<file path="config.mk">
export PLATFORM = sky130hd
export DESIGN_NAME = spi_master_byte_engine_flat
export DESIGN_NICKNAME = d
export VERILOG_FILES = /design/src/rtl/sme_pkg.sv /design/src/rtl/sme_ifs.sv /design/src/rtl/spi_master_byte_engine.sv /design/src/rtl/sme_cfg.sv /design/src/rtl/sme_core.sv /design/src/rtl/sme_out.sv /design/src/flat_wrapper.sv
export SDC_FILE = /design/constraint.sdc
export NUM_CORES = 1
export LEC_CHECK = 0
export BUFFER_PORTS_ARGS = -buffer_cell sky130_fd_sc_hd__buf_4
export CAP_MARGIN = 20
export CORE_MARGIN = 1
export CORE_UTILIZATION = 58
export DETAILED_ROUTE_END_ITERATION = 6
export GPL_ROUTABILITY_DRIVEN = 0
export GPL_TIMING_DRIVEN = 0
export PLACE_DENSITY_LB_ADDON = 0.08
export SKIP_CTS_REPAIR_TIMING = 1
export SYNTH_ARGS = -nofsm -noshare
export SYNTH_HDL_FRONTEND = slang
export SYNTH_SLANG_ARGS = --single-unit
export TNS_END_PERCENT = 100
</file>
<file path="constraint.sdc">
create_clock -name clk -period 3.3 [get_ports clk]
set_input_delay 0.66 -clock clk [delete_from_list [all_inputs] [get_ports clk]]
set_output_delay 0.66 -clock clk [all_outputs]
set_load 0.05 [all_outputs]
</file>
<file path="src/rtl/sme_pkg.sv">
// ----------------------------------------------------------------------------
// SPI master byte engine package
// Shared widths, payload structs and helpers for the byte engine.
// ----------------------------------------------------------------------------
package sme_pkg;

	localparam int BYTE_W    = 8;
	localparam int BIT_IDX_W = 3;
	localparam int PHASE_W   = 2;
	localparam int MODE_W    = 2;
	localparam int CFG_IDX_W = 1;

	// Configuration register indexes.
	localparam logic [CFG_IDX_W-1:0] REG_SPI_MODE    = 1'b0;
	localparam logic [CFG_IDX_W-1:0] REG_PHASE_TICKS = 1'b1;

	localparam logic [MODE_W-1:0] MODE_RESET  = 2'd0;
	localparam logic [BYTE_W-1:0] TICKS_RESET = 8'd1;

	// Input item function codes.
	localparam logic FUNC_TICK  = 1'b0;
	localparam logic FUNC_START = 1'b1;

	typedef struct packed {
		logic [MODE_W-1:0] spi_mode;
		logic [BYTE_W-1:0] phase_ticks;
	} sme_cfg_t;

	typedef struct packed {
		logic              func;
		logic [BYTE_W-1:0] tx_byte;
		logic              hold_select;
		logic              miso_in;
	} sme_item_t;

	typedef struct packed {
		logic              sclk_out;
		logic              mosi_out;
		logic              cs_n_out;
		logic [BYTE_W-1:0] rx_byte;
		logic              rx_valid;
		logic              busy_res;
		logic              start_error;
	} sme_res_t;

	// Reload value of the delay counter; a length of zero acts as one.
	function automatic logic [BYTE_W-1:0] phase_load(input logic [BYTE_W-1:0] ticks);
		logic [BYTE_W-1:0] r;
		r = (ticks == '0) ? '0 : ticks - 1'b1;
		return r;
	endfunction

endpackage

</file>
<file path="src/rtl/sme_ifs.sv">
// ----------------------------------------------------------------------------
// SPI master byte engine channel interfaces
// Valid/ready channels for input items, result items and register writes.
// ----------------------------------------------------------------------------
interface sme_item_if import sme_pkg::*; ();
	logic              valid;
	logic              ready;
	logic              func;
	logic [BYTE_W-1:0] tx_byte;
	logic              hold_select;
	logic              miso_in;

	modport source (output valid, func, tx_byte, hold_select, miso_in, input ready);
	modport sink   (input valid, func, tx_byte, hold_select, miso_in, output ready);
endinterface

interface sme_res_if import sme_pkg::*; ();
	logic              valid;
	logic              ready;
	logic              sclk_out;
	logic              mosi_out;
	logic              cs_n_out;
	logic [BYTE_W-1:0] rx_byte;
	logic              rx_valid;
	logic              busy_res;
	logic              start_error;

	modport source (output valid, sclk_out, mosi_out, cs_n_out, rx_byte, rx_valid,
		busy_res, start_error, input ready);
	modport sink   (input valid, sclk_out, mosi_out, cs_n_out, rx_byte, rx_valid,
		busy_res, start_error, output ready);
endinterface

interface sme_cfg_if import sme_pkg::*; ();
	logic                 valid;
	logic                 ready;
	logic [CFG_IDX_W-1:0] index;
	logic [BYTE_W-1:0]    data;

	modport source (output valid, index, data, input ready);
	modport sink   (input valid, index, data, output ready);
endinterface

</file>
<file path="src/rtl/spi_master_byte_engine.sv">
// ----------------------------------------------------------------------------
// SPI master byte engine
// SPI master for modes 0 to 3, advanced by one tick item at a time.
// ----------------------------------------------------------------------------
// Every item on req is one tick of time; an item with func set to start also
// loads a byte to send if idle or waiting, else flags start_error. Each
// accepted item gives exactly one result item on rsp with the pin levels after
// that tick and, on the tick that ends a byte, the received byte and rx_valid.
// Register writes on cfg are taken in every cycle: index 0 is the SPI mode
// (bit 1 clock polarity, bit 0 clock phase), index 1 the phase length in ticks.
// The result of an accepted item is registered and is offered in the next
// cycle; one item is taken every cycle while rsp does not stall. The sequencer
// state and the result register sit on either side of one level of next-state
// logic, so the result register is the only buffer between the channels.
// If rsp stalls, the result register holds its item and req is taken again in
// the same cycle the held item leaves, so nothing is dropped.
// Reset puts the engine in idle with chip select high, the clock low, mode 0
// and a phase length of one tick.
// ----------------------------------------------------------------------------
module spi_master_byte_engine import sme_pkg::*; (
	input logic      clk,
	input logic      arst_n,
	sme_item_if.sink req,
	sme_res_if.source rsp,
	sme_cfg_if.sink  cfg
);

	sme_cfg_t  cfg_regs;
	sme_item_t item;
	sme_res_t  res_d;
	sme_res_t  res_q;
	logic      in_ready;
	logic      step;

	assign cfg.ready = 1'b1;

	sme_cfg u_cfg (
		.clk      (clk),
		.arst_n   (arst_n),
		.wr_en    (cfg.valid),
		.wr_index (cfg.index),
		.wr_data  (cfg.data),
		.cfg      (cfg_regs)
	);

	assign item.func        = req.func;
	assign item.tx_byte     = req.tx_byte;
	assign item.hold_select = req.hold_select;
	assign item.miso_in     = req.miso_in;

	assign req.ready = in_ready;
	assign step      = req.valid && in_ready;

	sme_core u_core (
		.clk    (clk),
		.arst_n (arst_n),
		.step   (step),
		.item   (item),
		.cfg    (cfg_regs),
		.res    (res_d)
	);

	sme_out u_out (
		.clk       (clk),
		.arst_n    (arst_n),
		.in_valid  (req.valid),
		.in_ready  (in_ready),
		.res_d     (res_d),
		.out_valid (rsp.valid),
		.out_ready (rsp.ready),
		.res       (res_q)
	);

	assign rsp.sclk_out    = res_q.sclk_out;
	assign rsp.mosi_out    = res_q.mosi_out;
	assign rsp.cs_n_out    = res_q.cs_n_out;
	assign rsp.rx_byte     = res_q.rx_byte;
	assign rsp.rx_valid    = res_q.rx_valid;
	assign rsp.busy_res    = res_q.busy_res;
	assign rsp.start_error = res_q.start_error;

endmodule

</file>
<file path="src/rtl/sme_cfg.sv">
// ----------------------------------------------------------------------------
// SPI master byte engine configuration registers
// Holds the SPI mode and the phase length written over the register port.
// ----------------------------------------------------------------------------
module sme_cfg import sme_pkg::*; (
	input  logic                 clk,
	input  logic                 arst_n,
	input  logic                 wr_en,
	input  logic [CFG_IDX_W-1:0] wr_index,
	input  logic [BYTE_W-1:0]    wr_data,
	output sme_cfg_t             cfg
);

	logic [MODE_W-1:0] mode_q;
	logic [BYTE_W-1:0] ticks_q;

	always_ff @(posedge clk or negedge arst_n) begin
		if (!arst_n) begin
			mode_q  <= MODE_RESET;
			ticks_q <= TICKS_RESET;
		end else if (wr_en) begin
			case (wr_index)
				REG_SPI_MODE:    mode_q  <= wr_data[MODE_W-1:0];
				REG_PHASE_TICKS: ticks_q <= wr_data;
				default: ;
			endcase
		end
	end

	assign cfg.spi_mode    = mode_q;
	assign cfg.phase_ticks = ticks_q;

endmodule

</file>
<file path="src/rtl/sme_core.sv">
// ----------------------------------------------------------------------------
// SPI master byte engine sequencer
// Advances the transfer state by one tick for every accepted item and forms
// the pin levels and status of that item.
// ----------------------------------------------------------------------------
module sme_core import sme_pkg::*; (
	input  logic      clk,
	input  logic      arst_n,
	input  logic      step,
	input  sme_item_t item,
	input  sme_cfg_t  cfg,
	output sme_res_t  res
);

	localparam logic [2:0] ST_IDLE  = 3'd0;
	localparam logic [2:0] ST_SETUP = 3'd1;
	localparam logic [2:0] ST_XFER  = 3'd2;
	localparam logic [2:0] ST_HOLD  = 3'd3;
	localparam logic [2:0] ST_WAIT  = 3'd4;

	localparam logic [PHASE_W-1:0] PH_DRIVE  = 2'd0;
	localparam logic [PHASE_W-1:0] PH_ACTIVE = 2'd1;
	localparam logic [PHASE_W-1:0] PH_RETURN = 2'd2;

	logic [2:0]           state_q, state_n;
	logic [BIT_IDX_W-1:0] bit_q, bit_n;
	logic [PHASE_W-1:0]   phase_q, phase_n;
	logic [BYTE_W-1:0]    dly_q, dly_n;
	logic [BYTE_W-1:0]    tx_q, tx_n;
	logic [BYTE_W-1:0]    rx_q, rx_n;
	logic                 mosi_q, mosi_n;
	logic                 keep_q, keep_n;
	logic                 done, err;
	logic [BYTE_W-1:0]    load;
	logic                 cpol, cpha;

	assign cpol = cfg.spi_mode[1];
	assign cpha = cfg.spi_mode[0];
	assign load = phase_load(cfg.phase_ticks);

	always_comb begin
		state_n = state_q;
		bit_n   = bit_q;
		phase_n = phase_q;
		dly_n   = dly_q;
		tx_n    = tx_q;
		rx_n    = rx_q;
		keep_n  = keep_q;
		done    = 1'b0;
		err     = 1'b0;

		if (item.func == FUNC_START && (state_q == ST_IDLE || state_q == ST_WAIT)) begin
			tx_n    = item.tx_byte;
			keep_n  = item.hold_select;
			rx_n    = '0;
			bit_n   = '1;
			phase_n = PH_DRIVE;
			dly_n   = load;
			state_n = (state_q == ST_IDLE) ? ST_SETUP : ST_XFER;
		end else begin
			err = (item.func == FUNC_START);
			case (state_q)
				ST_SETUP: begin
					if (dly_q != '0) begin
						dly_n = dly_q - 1'b1;
					end else begin
						state_n = ST_XFER;
						bit_n   = '1;
						phase_n = PH_DRIVE;
						dly_n   = load;
					end
				end
				ST_XFER: begin
					if (dly_q != '0) begin
						dly_n = dly_q - 1'b1;
					end else if (phase_q != PH_RETURN) begin
						phase_n = phase_q + 1'b1;
						dly_n   = load;
						// Sample on the leading edge for CPHA 0, trailing edge for CPHA 1.
						if ((phase_n == PH_ACTIVE && !cpha) || (phase_n == PH_RETURN && cpha))
							rx_n[bit_q] = rx_q[bit_q] | item.miso_in;
					end else if (bit_q != '0) begin
						bit_n   = bit_q - 1'b1;
						phase_n = PH_DRIVE;
						dly_n   = load;
					end else begin
						done    = 1'b1;
						phase_n = PH_DRIVE;
						if (keep_q) begin
							state_n = ST_WAIT;
						end else begin
							state_n = ST_HOLD;
							dly_n   = load;
						end
					end
				end
				ST_HOLD: begin
					if (dly_q != '0)
						dly_n = dly_q - 1'b1;
					else
						state_n = ST_IDLE;
				end
				default: ;
			endcase
		end

		mosi_n = (state_n == ST_XFER) ? tx_n[bit_n] : mosi_q;
	end

	always_comb begin
		res.sclk_out    = cpol ^ (state_n == ST_XFER && phase_n == PH_ACTIVE);
		res.mosi_out    = mosi_n;
		res.cs_n_out    = (state_n == ST_IDLE);
		res.rx_byte     = done ? rx_q : '0;
		res.rx_valid    = done;
		res.busy_res    = (state_n == ST_SETUP || state_n == ST_XFER || state_n == ST_HOLD);
		res.start_error = err;
	end

	always_ff @(posedge clk or negedge arst_n) begin
		if (!arst_n) begin
			state_q <= ST_IDLE;
			bit_q   <= '1;
			phase_q <= PH_DRIVE;
			dly_q   <= '0;
			tx_q    <= '0;
			rx_q    <= '0;
			mosi_q  <= 1'b0;
			keep_q  <= 1'b0;
		end else if (step) begin
			state_q <= state_n;
			bit_q   <= bit_n;
			phase_q <= phase_n;
			dly_q   <= dly_n;
			tx_q    <= tx_n;
			rx_q    <= rx_n;
			mosi_q  <= mosi_n;
			keep_q  <= keep_n;
		end
	end

endmodule

</file>
<file path="src/rtl/sme_out.sv">
// ----------------------------------------------------------------------------
// SPI master byte engine result register
// Holds one result item and accepts a new input item whenever the result
// slot is empty or being taken in the same cycle.
// ----------------------------------------------------------------------------
module sme_out import sme_pkg::*; (
	input  logic     clk,
	input  logic     arst_n,
	input  logic     in_valid,
	output logic     in_ready,
	input  sme_res_t res_d,
	output logic     out_valid,
	input  logic     out_ready,
	output sme_res_t res
);

	logic     valid_q;
	sme_res_t res_q;

	assign in_ready  = !valid_q || out_ready;
	assign out_valid = valid_q;
	assign res       = res_q;

	always_ff @(posedge clk or negedge arst_n) begin
		if (!arst_n) begin
			valid_q <= 1'b0;
		end else if (in_valid && in_ready) begin
			valid_q <= 1'b1;
		end else if (out_ready) begin
			valid_q <= 1'b0;
		end
	end

	always_ff @(posedge clk) begin
		if (in_valid && in_ready)
			res_q <= res_d;
	end

endmodule

</file>
<file path="src/flat_wrapper.sv">
// flat-port wrapper written by rule: the top's interface ports become plain ports
module spi_master_byte_engine_flat import sme_pkg::*;
  (clk, arst_n, req_valid, req_func, req_tx_byte, req_hold_select, req_miso_in, req_ready, rsp_valid, rsp_sclk_out, rsp_mosi_out, rsp_cs_n_out, rsp_rx_byte, rsp_rx_valid, rsp_busy_res, rsp_start_error, rsp_ready, cfg_valid, cfg_index, cfg_data, cfg_ready);
  sme_item_if req_i ();
  sme_res_if rsp_i ();
  sme_cfg_if cfg_i ();
  input logic clk;
  input logic arst_n;
  input wire logic [$bits(req_i.valid)-1:0] req_valid;
  input wire logic [$bits(req_i.func)-1:0] req_func;
  input wire logic [$bits(req_i.tx_byte)-1:0] req_tx_byte;
  input wire logic [$bits(req_i.hold_select)-1:0] req_hold_select;
  input wire logic [$bits(req_i.miso_in)-1:0] req_miso_in;
  output wire logic [$bits(req_i.ready)-1:0] req_ready;
  output wire logic [$bits(rsp_i.valid)-1:0] rsp_valid;
  output wire logic [$bits(rsp_i.sclk_out)-1:0] rsp_sclk_out;
  output wire logic [$bits(rsp_i.mosi_out)-1:0] rsp_mosi_out;
  output wire logic [$bits(rsp_i.cs_n_out)-1:0] rsp_cs_n_out;
  output wire logic [$bits(rsp_i.rx_byte)-1:0] rsp_rx_byte;
  output wire logic [$bits(rsp_i.rx_valid)-1:0] rsp_rx_valid;
  output wire logic [$bits(rsp_i.busy_res)-1:0] rsp_busy_res;
  output wire logic [$bits(rsp_i.start_error)-1:0] rsp_start_error;
  input wire logic [$bits(rsp_i.ready)-1:0] rsp_ready;
  input wire logic [$bits(cfg_i.valid)-1:0] cfg_valid;
  input wire logic [$bits(cfg_i.index)-1:0] cfg_index;
  input wire logic [$bits(cfg_i.data)-1:0] cfg_data;
  output wire logic [$bits(cfg_i.ready)-1:0] cfg_ready;
  assign req_i.valid = req_valid;
  assign req_i.func = req_func;
  assign req_i.tx_byte = req_tx_byte;
  assign req_i.hold_select = req_hold_select;
  assign req_i.miso_in = req_miso_in;
  assign req_ready = req_i.ready;
  assign rsp_valid = rsp_i.valid;
  assign rsp_sclk_out = rsp_i.sclk_out;
  assign rsp_mosi_out = rsp_i.mosi_out;
  assign rsp_cs_n_out = rsp_i.cs_n_out;
  assign rsp_rx_byte = rsp_i.rx_byte;
  assign rsp_rx_valid = rsp_i.rx_valid;
  assign rsp_busy_res = rsp_i.busy_res;
  assign rsp_start_error = rsp_i.start_error;
  assign rsp_i.ready = rsp_ready;
  assign cfg_i.valid = cfg_valid;
  assign cfg_i.index = cfg_index;
  assign cfg_i.data = cfg_data;
  assign cfg_ready = cfg_i.ready;
  spi_master_byte_engine u_core (.clk(clk), .arst_n(arst_n), .req(req_i), .rsp(rsp_i), .cfg(cfg_i));
endmodule
</file>
==> run summary <==
The flow ran to the end, and the final reports show no timing, DRC or antenna violations. After synthesis, the mean cell area works out to 9.832 um^2. Before CTS, the worst setup slack after placement is -0.2611 ns. The worst pin sits at a relative slew slack of 52.11%. Synthesis produced a netlist with a net count of 367. The via count of the first global-routing pass was 2568.

The type of the worst setup path is register to register. The reg-to-reg critical path endpoint is u_core.u_out.res[12]. The longest clock path from root to sink contains 2 buffers. The first global-routing pass estimated 12.08 mm of wire.

The final layout contains 422 nets. The post-synthesis xor/xnor area fraction came out at 1.581%. The clock sink count came out at 59. The synthesized design contains 14 enable-type register cells. The number of antenna violations at the first check in global routing is 0.

At the pin with the least slew margin, the transition time is 0.7175 ns. The worst path uses 93.03% of the clock period. The synthesis-to-finish area growth came out at 19.05%. The total standard cell area after synthesis came out at 3323 um^2.

The required arrival time at the worst endpoint came out at 3.38 ns. The effective utilization at floorplan is 60.35%. The count of cells in the finished layout, fillers not included, comes to 470. Among all flip-flop cells after synthesis, the most frequent one is sky130_fd_sc_hd__dfrtp_1. Of all nets on the critical path, the largest fanout is 10. The global routing usage summed across all routing layers came out at 26.31%. The tree is rooted in a sky130_fd_sc_hd__clkbuf_8. The worst setup path is captured at a register. The min-delay analysis places its worst path in the category input port to async pin. The final critical delay including setup and external delays came out at 3.070 ns.

The worst path meets setup with 0.2299 ns of slack. The count of inserted antenna diode cells came out at 0. The violation count after the first detailed-routing iteration came out at 216.

The count of final setup violators came out at 0. The number of cell rows is 27. The number of detailed-routing iterations run before antenna repair is 5.

Detailed placement ended at an HPWL of 5.063 mm. The number of pins exceeding their max-slew limit in the final report is 0. The pin count of the biggest net entering global routing came out at 46.

The main combinational cell family by area after synthesis is simple AND/OR/NAND/NOR gates. The gate count of the mapped netlist came out at 338. The final global-route overflow total came out at 0. The post-detailed-route via-to-cell ratio came out at 6.023. Setup repair after global routing left no endpoint under its margin. The top cell types in the final layout, fill and taps aside, are sky130_fd_sc_hd__buf_4 (47), sky130_fd_sc_hd__dfrtp_1 (41), sky130_fd_sc_hd__nand2_1 (33). The number of routed nets with antenna violations came out at 0. The data arrival time of the critical path came out at 3.15 ns.

The number of library cell types mapped by synthesis came out at 60. The H-tree generated during clock tree synthesis spans 3 levels. The number of cells on the worst reg-to-reg path is 10.

Summing the areas of all compound-gate instances in the mapped netlist gives 15.66% of the synthesized area. The total count of hold-check failures in the final report is 0. The floorplan step set the die width to 77.70 um. For this run, design rule violations remaining after detail routing come to 0. Power spread over the standard cell area amounts to 732.7 nW/um^2.

STA classifies the critical path startpoint as a register. The total area inside the core boundary comes to 5507 um^2. The library cell used most frequently in the layout, excluding fill and tap cells, is sky130_fd_sc_hd__buf_4. Across the routed clock network, the largest skew measured is 0.007685 ns. The number of instances in the placed design came out at 450. The height of the die is 77.70 um. The share of cell area taken by muxes after synthesis came out at 9.864%.

The worst vdd rail ir drop is 0.4500 mV. The clock input transition at the sequential cells of the worst setup and hold paths is 0.06 ns. In this run the register-to-register setup slack is 0.23 ns. The proportion of synthesized flip-flops having asynchronous set or reset came out at 76.27%. The arithmetic-cell share of the synthesized area counting full adders, half adders and majority gates is 1.506%. The max-capacitance violation count is 0. The reg-to-reg startpoint is u_core.u_core.bit_q[1]. The clock latency on the worst-skew pair came out at 0.34 ns. The wire length reported by the detailed router is 7.252 mm.

The total die area came out at 6037 um^2. The number of clock buffers added by TritonCTS is 9. The number of synthesized register bits is 59. The post-synthesis sequential area ratio came out at 46.69%. Yosys printed 0 warnings. The wire length per cell after detailed routing came out at 15.43 um.

The simple logic cell fraction of the synthesized area is 20.78%. The number of buffers inserted by port buffering is 40. For this run, the top clock speed supported by timing is 325.7 MHz. The fraction of layout cells with a size suffix above 1 is 27.14%.

The final core area utilization is 71.85%. The cell leakage power is 0.001642 uW. The total I/O pin count is 42. The overall via count from detail_route came out at 2831. The CTS tree is built.
metal layers:
layer / up-vias / routed length [um] / share of wire [%] / track usage [%]
met5: - / 0 / 0 / 0
met4: 0 / 102 / 1.4 / 12.83
met3: 10 / 464 / 6.4 / 4.706
met2: 111 / 3306 / 46 / 37.96
met1: 1358 / 3378 / 47 / 38.12
li1: 1352 / - / - / -
power by group:
| part | internal (uW) | switching, uW | total (uW) |
|---|---|---|---|
| clock network | 365 | 283 | 648 |
| registers | 955 | 146 | 1100 |
| logic | 483 | 665 | 1150 |
critical path, cell delays in order (launching register included):
cell and delay [ns]:
sky130_fd_sc_hd__dfstp_2 0.54, sky130_fd_sc_hd__clkbuf_1 0.35, sky130_fd_sc_hd__inv_1 0.21, sky130_fd_sc_hd__ha_1 0.26
sky130_fd_sc_hd__nand2b_1 0.12, sky130_fd_sc_hd__nand3_1 0.13, sky130_fd_sc_hd__nor3_2 0.29, sky130_fd_sc_hd__nor3_1 0.11
sky130_fd_sc_hd__or3_1 0.36, sky130_fd_sc_hd__a211oi_1 0.35, sky130_fd_sc_hd__o21ai_1 0.10
area by class of cell:
| cell class | count | area, um^2 |
|---|---|---|
| multi-input cells | 252 | 1655 |
| plain buffers | 16 | 86.33 |
| clock inverters | 5 | 52.55 |
| well taps | 72 | 90.09 |
| flip-flops and latches | 59 | 1551 |
| inverters | 10 | 41.29 |
| repair buffers | 45 | 337.8 |
| fillers | 449 | 1550 |
| clock buffers | 11 | 141.4 |
registers in the layout, indices dropped and copies added, names as in the netlist:
| signal | cells |
|---|---|
| u_core.u_out.res | 14 |
| u_core.u_cfg.ticks_q | 8 |
| u_core.u_core.dly_q | 8 |
| u_core.u_core.rx_q | 8 |
| u_core.u_core.tx_q | 8 |
| u_core.u_core.bit_q | 3 |
| u_core.u_core.state_q | 3 |
| u_core.u_cfg.mode_q | 2 |
| u_core.u_core.phase_q | 2 |
| u_core.u_core.keep_q | 1 |
| u_core.u_core.mosi_q | 1 |
| u_core.u_out.out_valid | 1 |
synth_stat cells, types with 8 or more instances:
cell                        n  area, um^2
sky130_fd_sc_hd__edfxtp_1  14       420.4
sky130_fd_sc_hd__and2_1     9       56.30
sky130_fd_sc_hd__inv_1      9       33.78
sky130_fd_sc_hd__o21ai_0   24       120.1
sky130_fd_sc_hd__nor2_1    28       105.1
sky130_fd_sc_hd__nand3_1    8       40.04
sky130_fd_sc_hd__mux2i_1    8       80.08
sky130_fd_sc_hd__a21oi_1   15       75.07
sky130_fd_sc_hd__clkbuf_1  10       37.54
sky130_fd_sc_hd__nor3_1    17       85.08
sky130_fd_sc_hd__dfrtp_1   41        1026
sky130_fd_sc_hd__mux2_2    22       247.7
sky130_fd_sc_hd__nand2_1   33       123.9
kinds of logic after synthesis:
family,count (synthesis)
simple gates,132
fa+ha+maj,4
xor+xnor,6
other cells,1
mux,30
compound gates,79
flops,59
buf+inv,27
worst max path at each step:
stage / startpoint / depth (start not counted) / to / slack [ns]
after floorplan: u_core.u_core.bit_q[0] / 11 / u_core.u_core.dly_q[4] / 0.48
after global placement: u_core.u_core.bit_q[0] / 11 / u_core.u_core.dly_q[4] / -0.21
after detailed placement: u_core.u_core.bit_q[0] / 11 / u_core.u_core.dly_q[4] / -0.26
after CTS: u_core.u_core.bit_q[0] / 11 / u_core.u_core.dly_q[4] / -0.29
after global routing: u_core.u_core.bit_q[1] / 10 / u_core.u_out.res[12] / 0.01
final: u_core.u_core.bit_q[1] / 10 / u_core.u_out.res[12] / 0.23
stage by stage:
| stage | area [um^2] | power [uW] | setup TNS [ns] | hold WS [ns] |
|---|---|---|---|---|
| after floorplan | 3323 | 1932 | 0 | 0.3644 |
| after global placement | 3714 | 2176 | -0.8328 | 0.4895 |
| after detailed placement | 3714 | 2207 | -1.287 | 0.4929 |
| after CTS | 3908 | 2863 | -1.599 | 0.3312 |
| after global routing | 3956 | 3092 | 0 | 0.3645 |
| final | 3956 | 2899 | 0 | 0.2999 |
No activity file was read; power rests on OpenSTA's default activity.
